## config.mk

```make
export PLATFORM = sky130hd
export DESIGN_NAME = sbpe_ram
export DESIGN_NICKNAME = d
export VERILOG_FILES = /design/src/rtl/sbpe_ram.sv
export SDC_FILE = /design/constraint.sdc
export NUM_CORES = 2
export LEC_CHECK = 0
export ABC_AREA = 1
export BUFFER_PORTS_ARGS = -buffer_cell sky130_fd_sc_hd__buf_2
export CAP_MARGIN = 20
export CORE_UTILIZATION = 35
export DETAILED_ROUTE_END_ITERATION = 12
export PLACE_DENSITY = 0.56
export SLEW_MARGIN = 20
export SYNTH_ARGS = -nofsm -noshare
export SYNTH_HDL_FRONTEND = slang
export SYNTH_SLANG_ARGS = --single-unit
```

## constraint.sdc

```tcl
create_clock -name i_clk -period 2 [get_ports i_clk]
set_clock_uncertainty 0.15 [all_clocks]
set_input_delay 0.1 -clock i_clk [delete_from_list [all_inputs] [get_ports i_clk]]
set_output_delay 0.1 -clock i_clk [all_outputs]
set_load 0.02 [all_outputs]
```

## src/rtl/sbpe_ram.sv

```systemverilog
// Generic single-write, single-read RAM with registered read data.
// No dependencies.
`timescale 1ns / 1ps

module sbpe_ram #(
    parameter int WIDTH = 8,
    parameter int DEPTH = 256
) (
    input  logic                     i_clk,
    input  logic                     i_we,
    input  logic [$clog2(DEPTH)-1:0] i_waddr,
    input  logic [WIDTH-1:0]         i_wdata,
    input  logic [$clog2(DEPTH)-1:0] i_raddr,
    output logic [WIDTH-1:0]         o_rdata
);
    logic [WIDTH-1:0] r_mem [DEPTH];
    logic [WIDTH-1:0] r_rdata;

    always_ff @(posedge i_clk) begin
        if (i_we) begin
            r_mem[i_waddr] <= i_wdata;
        end
        r_rdata <= r_mem[i_raddr];
    end

    assign o_rdata = r_rdata;
endmodule

```

==> Word level (Yosys, flattened, before mapping) <==
Memories as Yosys holds them, arrays and structs flattened. A register that Yosys moved wholly into a read port is not among the register bits.
Cells that the tools add are included.
{ "totals": {"register_bits": 0, "ram_bits": 2048, "in_bits": 26, "output_inout_bits": 8, "n_memories": 1} }
{ "classes": {"mux": 2} }
{ "mem_list": {"columns": ["memory", "words", "word_bits", "rd", "rd_clocked_by_memory_dff", "wr", "line_no", "source"], "rows": [
  ["r_mem", 256, 8, 1, 1, 1, "16", "logic [WIDTH-1:0] r_mem [DEPTH];"]
]} }
{ "op_table": {"columns": ["cell", "count"], "rows": [
  ["$mux W1", 2]
]} }

==> Depth between registers and ports, before layout <==
{ "logic_depth": {"ltp_word": 2, "ltp_mapped": 15, "depth_no_buf": 11} }

==> Worst setup path before layout <==
No wires, ideal clock.
{ "synth_path": {"path_kind": "in2reg", "from": "input port i_we", "to": "memory r_mem[162][0], enable pin", "arrival_ps": 1221, "setup_slack_ps": 259, "cell_stages": 4, "path_cell_list": "clkbuf_1 -> nand3_1 -> clkbuf_1 -> nor2_1"} }
{ "synth_via": {"elab_chain_cells": 2} }
{ "synth_rtl": {"columns": ["item", "line_no", "source"], "rows": [
  ["start: declaration", "10", "input logic i_we,"],
  ["$mux W1", "20", "if (i_we) begin"],
  ["$mux W1 (not written as such)", "21", "r_mem[i_waddr] <= i_wdata;"],
  ["end: declaration", "16", null]
]} }
Every way passes these cells.

==> run_results.csv <==
group,metric,value,unit
outcome,run_status,"completed",
final_layout,fin_nets,7503,
timing,unrepaired_setup_endpoints_after_global_routing,"false",
critical_path,end_kind,"register",
synth,syn_area_per_cell,11.91,sq um
final_layout,stdcell_count,10810,
detailed_routing,drtPass1Iterations,6,
timing,timing.final.crit_share,98.78,%
detailed_routing,drt_first_iter_violations,6295,
floorplan,core_region_area,236100,sq um
critical_path,critical_path_arrival,2570,ps
timing,worst_pin_slew,965.3,ps
cts,insertion_delay,870,ps
synth,yosysWarningCount,0,
floorplan,die_w,490.1,um
timing,period_minus_slack,1976,ps
synth,synthCells,7003,
cts,post-cts-setup-buffers,0,
power,worst_ir_drop_vdd,0.0008076,V
placed_design,placement.io_buffers,33,
synth,post_synth_main_area_contributors,"sky130_fd_sc_hd__edfxtp_1, sky130_fd_sc_hd__nand3_1, sky130_fd_sc_hd__nand2_1, sky130_fd_sc_hd__buf_2, sky130_fd_sc_hd__nor2_1",
critical_path,crit_type,"reg2reg",
global_routing,largest_net_degree_at_the_start_of_global_routing,92,
detailed_routing,number_of_design_rule_violations_left_after_detail_routing,0,
timing,setup_violations,0,
synth,synth_sequential_area_ratio,73.94,%
cts,htreeDepth,4,
critical_path,cp_max_fo,1,
synth,synthesis.area,83400,sq um
synth,post_synthesis_sequential_element_count,2056,
cts,cts_tree,"yes",
synth,synth_top_cell_area_share,73.74,%
floorplan,rows,178,
final_layout,final_cell_mix,"sky130_fd_sc_hd__nand2_1, sky130_fd_sc_hd__edfxtp_1, sky130_fd_sc_hd__nand3_1",
detailed_routing,finalWirelength,247.6,mm
global_routing,via_count_of_the_first_global_routing_pass,54550,
timing,final_hold_viol_count,0,
cts,tritoncts_buffers,213,
detailed_routing,antenna_left,0,
floorplan,design.die.area,240200,sq um
flow_run,maxCapViolCount,0,
placed_design,placed_cell_area,92260,sq um
final_layout,drive_above_1_share,13.49,%
placed_design,dp_worst_setup_slack,-472.2,ps
global_routing,grt_first_pass_wirelength,363.7,mm
placed_design,place_inst,10390,
cts,cts.sink_count,2056,
final_layout,final_util,42.14,%
timing,worst_slack,24.33,ps
placed_design,gp_congestion,0.8877,
final_layout,fill_cells,21860,
synth,distinct_cells_synth,14,
critical_path,worst_setup_path_start_kind,"register",
timing,maxClockFrequency,506.2,MHz
floorplan,floorplan.die.height,490.1,um
timing,hold_slack,59.89,ps
global_routing,antenna_violations_before_repair,9,
detailed_routing,num_vias,56440,
synth,synth.net_count,7029,
power,power.leakage,0.03542,uW
global_routing,grt_remaining_overflow,0,
floorplan,ios,34,
final_layout,post-route-cell-area,99480,sq um
final_layout,most_common_library_cell_in_the_layout_ignoring_fill_and_taps,"sky130_fd_sc_hd__nand2_1",
floorplan,floorplan.initialDensity,35.33,%
placed_design,place.detailed.hpwl,154.6,mm
cts,cts.root.buffer_cell,"sky130_fd_sc_hd__clkbuf_16",
timing,slew_viol_final,0,
global_routing,grt_use_total,20.22,%
detailed_routing,via_per_inst,5.221,
critical_path,crit_required,2590,ps
cts,clkTransAtPathRegs,60,ps
cts,clockBufferDepth,3,
power,power_density,937.4,nW/um^2
synth,synth_top_area_cell,"sky130_fd_sc_hd__edfxtp_1",
timing,maxSlewHeadroom,35.57,%
hold_path,hold_path.class,"in2reg",
detailed_routing,detail_route.wl_per_cell,22.91,um
final_layout,layout-area-overhead-vs-synth,19.29,%
## cell type report
class                      count  area (sq um)  area share, %
clock inverter               117          1199          1.205
inverter                      39         180.2         0.1811
sequential                  2056         61660          61.98
antenna                        1         2.502       0.002516
clock buffer                 279          5723          5.753
timing repair buffer         742          7561          7.601
tap                         3150          3941          3.962
multi-input combinational   4425         19210          19.31
## timing repair
item,4_1_cts,5_1_grt
resized for setup,7,8
hold buffers,22,0
endpoints found under the setup margin,5,5
endpoints found under the hold margin,2133,0
## stage by stage
stage | total power, uW | setup TNS, ps
after floorplan | 51390 | 0
after global placement | 54730 | -3388
after detailed placement | 54760 | -3362
after CTS | 93870 | 0
after global routing | 95930 | 0
final | 93250 | 0
## power breakdown
group          total [uW]  switching, uW  internal, uW  leakage [uW]
clock network       39300          16600         22700       0.00336
registers           47500           61.0         47500        0.0185
logic                6350           4420          1940        0.0136
## synthesized netlist by cell type (all sizes together)
cell type,number
edfxtp,2048
nand3,2019
clkbuf,112
dfxtp,8
nand2,2123
nor2,283
buf,371
inv,39
## per-layer routing
metal	GRT usage, %	wire length [um]
met5	0	27
met1	27.41	104100
met4	7.769	9448
met3	3.035	17320
met2	32.70	116700
## kinds of logic after synthesis
logic type | synth area share [%]
buf+inv | 3.119
flops | 73.94
simple gates | 22.95
## path summary, 6_finish.rpt
check | cells past startpoint | startpoint | end | slack (ps)
max reg2reg | 10 | r_mem[43][6] | o_rdata[6] | 20
min | 2 | i_wdata[4] | r_mem[1][4] | 60
max | 10 | r_mem[43][6] | o_rdata[6] | 20
min reg2reg | 10 | r_mem[202][4] | o_rdata[4] | 870
## flip-flops by register name, summed over array words and instances (netlist names)
register  cells
r_mem      2048
o_rdata       8
## worst max-delay path, stage by stage, from the launching register on
cell	delay (ps)
sky130_fd_sc_hd__edfxtp_1	380
sky130_fd_sc_hd__nand2_1	80
sky130_fd_sc_hd__nand3_1	70
sky130_fd_sc_hd__nand3_1	100
sky130_fd_sc_hd__nand3_1	140
sky130_fd_sc_hd__nand3_1	170
sky130_fd_sc_hd__nand3_1	210
sky130_fd_sc_hd__nand3_1	270
sky130_fd_sc_hd__nand2_1	80
sky130_fd_sc_hd__nand2_1	140
sky130_fd_sc_hd__nand2_1	70
Note: power is estimated with default switching activity, not from simulation.
