[src/rtl/sbpe_pkg.sv]
// Shared types and constants of the sieve / binomial prime exponent unit.
// No dependencies; every other file but sbpe_ram imports this package.
`timescale 1ns / 1ps

package sbpe_pkg;

    localparam int NUM_W = 12;   // number_in, total_a, choose_b
    localparam int IDX_W = 10;   // prime_index
    localparam int EXP_W = 4;    // exponent
    localparam int ST_W  = 2;    // status
    localparam int CFG_W = 1;    // config register index

    localparam logic [ST_W-1:0] ST_OK      = 2'd0;
    localparam logic [ST_W-1:0] ST_SEQ_ERR = 2'd1;
    localparam logic [ST_W-1:0] ST_ABOVE_A = 2'd2;
    localparam logic [ST_W-1:0] ST_B_ABOVE = 2'd3;

    localparam logic [CFG_W-1:0] CFG_TOTAL_A  = 1'b0;
    localparam logic [CFG_W-1:0] CFG_CHOOSE_B = 1'b1;

    typedef enum logic [3:0] {
        S_CLEAR,
        S_IDLE,
        S_CHECK,
        S_LIST_RD,
        S_LIST_CHK,
        S_LIST_DIV,
        S_LIST_END,
        S_LEG,
        S_LEG_DIV,
        S_DONE
    } t_state;

endpackage

[src/rtl/sbpe_div.sv]
// Restoring divider, one quotient bit per cycle.
// Depends on sbpe_pkg.
`timescale 1ns / 1ps

module sbpe_div
    import sbpe_pkg::*;
(
    input  logic             i_clk,
    input  logic             i_rst_n,
    input  logic             i_start,
    input  logic [NUM_W-1:0] i_dividend,
    input  logic [NUM_W-1:0] i_divisor,
    output logic             o_done,
    output logic [NUM_W-1:0] o_quot,
    output logic [NUM_W-1:0] o_rem
);
    localparam int CNT_W = $clog2(NUM_W + 1);

    logic [NUM_W-1:0] r_rem, n_rem;
    logic [NUM_W-1:0] r_quo, n_quo;
    logic [NUM_W-1:0] r_dvs, n_dvs;
    logic [CNT_W-1:0] r_cnt, n_cnt;
    logic             r_busy, n_busy;
    logic             r_done, n_done;
    logic [NUM_W:0]   w_sh;
    logic [NUM_W:0]   w_diff;
    logic             w_ge;

    assign w_sh   = {r_rem, r_quo[NUM_W-1]};
    assign w_ge   = w_sh >= {1'b0, r_dvs};
    assign w_diff = w_sh - {1'b0, r_dvs};

    always_comb begin
        n_rem  = r_rem;
        n_quo  = r_quo;
        n_dvs  = r_dvs;
        n_cnt  = r_cnt;
        n_busy = r_busy;
        n_done = 1'b0;
        if (i_start) begin
            n_rem  = '0;
            n_quo  = i_dividend;
            n_dvs  = i_divisor;
            n_cnt  = CNT_W'(NUM_W);
            n_busy = 1'b1;
        end else if (r_busy) begin
            n_rem = w_ge ? w_diff[NUM_W-1:0] : w_sh[NUM_W-1:0];
            n_quo = {r_quo[NUM_W-2:0], w_ge};
            n_cnt = r_cnt - 1'b1;
            if (r_cnt == CNT_W'(1)) begin
                n_busy = 1'b0;
                n_done = 1'b1;
            end
        end
    end

    always_ff @(posedge i_clk) begin
        if (!i_rst_n) begin
            r_busy <= 1'b0;
            r_done <= 1'b0;
        end else begin
            r_busy <= n_busy;
            r_done <= n_done;
        end
    end

    always_ff @(posedge i_clk) begin
        r_rem <= n_rem;
        r_quo <= n_quo;
        r_dvs <= n_dvs;
        r_cnt <= n_cnt;
    end

    assign o_done = r_done;
    assign o_quot = r_quo;
    assign o_rem  = r_rem;
endmodule

[config.mk]
export PLATFORM = sky130hd
export DESIGN_NAME = sbpe_div
export DESIGN_NICKNAME = d
export VERILOG_FILES = /design/src/rtl/sbpe_pkg.sv /design/src/rtl/sbpe_div.sv
export SDC_FILE = /design/constraint.sdc
export NUM_CORES = 1
export LEC_CHECK = 0
export ABC_AREA = 0
export ABC_CLOCK_PERIOD_IN_PS = 2000
export BUFFER_PORTS_ARGS = -buffer_cell sky130_fd_sc_hd__buf_4
export CAP_MARGIN = 20
export CORE_AREA = 3 3 86 88
export DETAILED_ROUTE_END_ITERATION = 6
export DIE_AREA = 0 0 89 91
export GPL_TIMING_DRIVEN = 0
export MAX_ROUTING_LAYER = met4
export PLACE_DENSITY_LB_ADDON = 0.3
export SLEW_MARGIN = 20
export SYNTH_ARGS = -nofsm -noshare
export SYNTH_HDL_FRONTEND = slang
export SYNTH_SLANG_ARGS = --single-unit
[constraint.sdc]
create_clock -name i_clk -period 2 [get_ports i_clk]
set_input_delay 0.1 -clock i_clk [delete_from_list [all_inputs] [get_ports i_clk]]
set_output_delay 0.1 -clock i_clk [all_outputs]
set_load 0.02 [all_outputs]
# --- After elaboration in Yosys (flattened, before gate mapping) ---
# Cells that the tools add are included.
word_totals:
  regBits: 42
  inputBits: 27
  out_inout_bits: 25
  elab_cells: 21
op_classes:
  add_sub_neg: 2
  magnitude_cmp: 1
  eq_ne: 1
  muxes: 7
  bitwise_logic: 2
  n_reduce_logical: 2
op_table:
  columns: ["operator", "n"]
  rows:
  - ["two-way mux 12 bit", 3]
  - ["greater-or-equal comparator 13 x 12 -> 1 bit", 1]
  - ["subtractor 12 bit", 1]
  - ["== test 4 x 1 -> 1 bit, second input constant", 1]
  - ["two-way mux 1 bit", 4]
  - ["subtractor 4 x 1 -> 4 bit, second input constant", 1]
  - ["OR reduction 3 bit", 1]
  - ["inverter 1 bit", 2]
  - ["nonzero test 2 bit", 1]

# --- Logic depth before layout (Yosys ltp) ---
depth:
  word_depth: 4
  depth_mapped: 10
  depth_no_buf: 9

# --- Worst setup path before layout ---
# No wires, ideal clock.
synth_path:
  kind: "flip-flop to flip-flop"
  from: "register r_quo[11], in the netlist o_quot[11]"
  to: "register r_rem[10], in the netlist o_rem[10]"
  path_buffers: 0
  required_time_ns: 1.926
  setup_time_ns: 0.074
  slack_ns: -0.184
  path_stages_with_launch: 10
  period_less_slack_ns: 2.184
  arrival_time_ns: 2.109
  path_cell_list: "edfxtp_1 > inv_1 > ha_1 > fa_1 > nor2b_1 > o21bai_1 > a21boi_0 > o221ai_1 > xor2_1 > o21ai_0"
synth_via:
  elab_chain_len: 2
  elab_cells_between_ends: 3
  cone_classes: "add/sub (1); order compare (1); mux (1)"
synth_rtl:
  columns: ["item", "line", "source"]
  rows:
  - ["from (decl)", "sbpe_div.sv:20", "logic [NUM_W-1:0] r_quo, n_quo;"]
  - ["from (signal assigned)", "sbpe_div.sv:69", "r_quo <= n_quo;"]
  - ["subtractor 12 bit or greater-or-equal comparator 13 x 12 -> 1 bit (tied branches)", "sbpe_div.sv:31, sbpe_div.sv:30", null]
  - ["two-way mux 12 bit (*)", "sbpe_div.sv:47", "n_rem = w_ge ? w_diff[NUM_W-1:0] : w_sh[NUM_W-1:0];"]
  - ["to (signal assigned)", "sbpe_div.sv:68", "r_rem <= n_rem;"]
  - ["to (decl)", "sbpe_div.sv:19", "logic [NUM_W-1:0] r_rem, n_rem;"]
# Every way passes the cells marked *; elsewhere a longest branch is shown, timed or not.
# A chain may end at the register's enable or synchronous reset.

# --- Final worst setup path ---
layout_path:
  from: "register r_rem[9], in the netlist o_rem[9]"
  to: "register r_rem[0], in the netlist o_rem[0]"
layout_via:
  elab_chain_len: 2
layout_rtl:
  columns: ["item", "line", "source"]
  rows:
  - ["greater-or-equal comparator 13 x 12 -> 1 bit", "sbpe_div.sv:30", "assign w_ge = w_sh >= {1'b0, r_dvs};"]
  - ["two-way mux 12 bit", "sbpe_div.sv:47", null]
# Every way passes these cells.

==> qor.yml <==
synth_edf_count: 24
synth_top_family_by_area: "compound AO/OA/AOI/OAI gates"
via_per_inst: 5.05
die-area_mm2: 0.00810
violations: "setup timing"
drt_pass1_iterations: 5
nNetsFinal: 355
dr_total_vias: 1991
grt_pass1_vias: 1881
remaining_drc_errors: 0
synthXorXnorAreaFrac_pct: 3.03
wire_per_inst_um: 15.2
rsz0062_at_grt: "yes"
yosys_most_used_dff: "edfxtp_1"
syn_area_per_cell_um2: 10.3
setup_ws_ns: -0.0525
place.gp.congestion: 0.833
netlist_area_mm2: 0.00231
critical_path_arrival_ns: 2.28
grt_max_degree: 16
drive_gt1_share_pct: 47.8
maxSlewViolCount: 0
synth.distinct_cells: 49
htreeDepth: 2
critPathKind: "flip-flop to flip-flop"
p_leak_nw: 1.37
cap_violations: 0
fin_util_pct: 52.0
syn_inst: 224
grt_pass1_wl_um: 8930
hold_viol: 0
grt_usage_pct: 14.7
irDropWorstVdd_v: 0.000402
slew_headroom_pct: 64.3
clock_latency_ns: 0.31
start_util_pct: 34.4
syn-num-nets: 266
antenna_found_initial: 0
cts_sinks: 42
fp.dieH_um: 91
fin_crit_ns: 2.05
cts_buffers: 5
status: "finished, violations left"
grt-ovfl-total: 0
row_count: 30
fin_crit_sh_pct: 103
clockRootBuffer: "clkbuf_8"
yosys_warnings: 0
powerDensity_mw_per_mm2: 728
cp-start-kind: "flip-flop"
dpl.hpwl_um: 3920
synth-simple-area-share_pct: 12.8
setup_viol: 9
antenna-diode-count: 0
synthToLayoutAreaGrowth_pct: 51.2
clk_pin_slew_worst_paths_ns: 0.10
cp_max_fo: 4
place_ws_ns: -0.192
layout_commonest_cell: "buf_4"
drt-total-wl_um: 6000
core-area_mm2: 0.00672
yosysSeqAreaShare_pct: 46.8
synthTopCellsByArea: "edfxtp_1, dfxtp_1, ha_1"
hold_ws_ns: 0.0360
place_area_mm2: 0.00285
tightest_slew_ns: 0.535
netlist.area_leader.share_pct: 31.2
mostFrequentLayoutCells: "buf_4, edfxtp_1, nor2_1"
synth.ff_latch_count: 42
skew_ns: 0.0159
cts_tree: "built"
min_path_type: "input port to flip-flop"
fmax_mhz: 487
clock_path_buffers: 2
portBuffers: 51
synth_compound_area_share_pct: 17.2
ant_nets: 0
end_kind: "flip-flop"
yosys.area_share.adder_pct: 8.44
first_iter_violations: 99
stdcell_area_mm2: 0.00350
synth_top_area_cell: "edfxtp_1"
fin_setup_tns_ns: -0.269
ios: 52
die_x_um: 89
synth_mux_area_share_pct: 6.93
ys_async_sr_fraction_pct: 0
required_ns: 2.22
==> worst max-delay path, stage by stage (launching register included) <==
cell      delay [ns]
dfxtp_2         0.36
ha_1            0.37
a21oi_2         0.21
o21ai_2         0.12
nor2_2          0.17
a21o_1          0.25
mux2_4          0.32
a211oi_2        0.16
==> routing by layer <==
metal | routed length [um] | vias to the layer above | track usage [%]
li1 | - | 988 | -
met1 | 2540 | 947 | 18.0
met2 | 3110 | 45 | 23.5
met3 | 213 | 11 | 2.99
met4 | 145 | 0 | 5.58
met5 | 0 | - | -
==> path summary, 6_finish.rpt <==
kind,cells past startpoint,slack (ns),start,endpoint
min reg2reg,2,0.50,r_cnt[1],r_cnt[1]
min,3,0.04,i_rst_n,r_busy
max reg2reg,7,-0.05,o_rem[9],o_rem[0]
max,7,-0.05,o_rem[9],o_rem[0]
==> cell type report <==
cell class                      instances  area, um^2
Buffer                                  8        37.5
Clock buffer                            5        68.8
Clock inverter                          3        23.8
Fill cell                             576        3220
Inverter                               18        67.6
Multi-Input combinational cell        155        1440
Sequential cell                        42        1090
Tap cell                               80         100
Timing Repair Buffer                   83         664
==> stage by stage <==
stage | instances | total power (W)
after detailed placement | 355 | 0.00171
after floorplan | 224 | 0.00150
final | 394 | 0.00254
after CTS | 389 | 0.00244
after global routing | 394 | 0.00267
after global placement | 355 | 0.00170
==> timing repair <==
action	4_1_cts	5_1_grt
pin swaps	20	22
buffers inserted	13	6
gates cloned	1	0
endpoints found under the setup margin	13	13
hold buffers	12	0
endpoints found under the hold margin	12	0
gates resized for setup	35	27
==> Yosys cell counts (5+ instances only) <==
master	instances
edfxtp_1	24
mux2_2	12
dfxtp_1	18
nand2_1	19
nor2_1	21
xnor2_1	5
a311oi_1	7
nand3_1	5
clkbuf_1	7
inv_1	17
o21ai_0	12
ha_1	14
a21oi_1	9
==> kinds of logic after synthesis <==
family                     after synthesis
and+or+nand+nor                         63
AOI/OAI and AO/OA                       55
DFF                                     42
buffers and inverters                   27
adders and majority gates               15
muxes                                   14
xor gates and xnor gates                 8
==> report_power, final <==
group	leakage [nW]	total [W]	internal, W	switching (W)
clock	0.0408	0.000593	0.000250	0.000343
combinational	0.939	0.000888	0.000442	0.000446
sequential	0.389	0.00106	0.00100	0.0000633
==> registers in the layout, summed over array words and instances (netlist names) <==
| signal | count |
|---|---|
| r_cnt | 4 |
| o_quot | 12 |
| o_rem | 12 |
| r_busy | 1 |
| r_dvs | 12 |
| o_done | 1 |
Note: power is estimated with default switching activity, not from simulation.
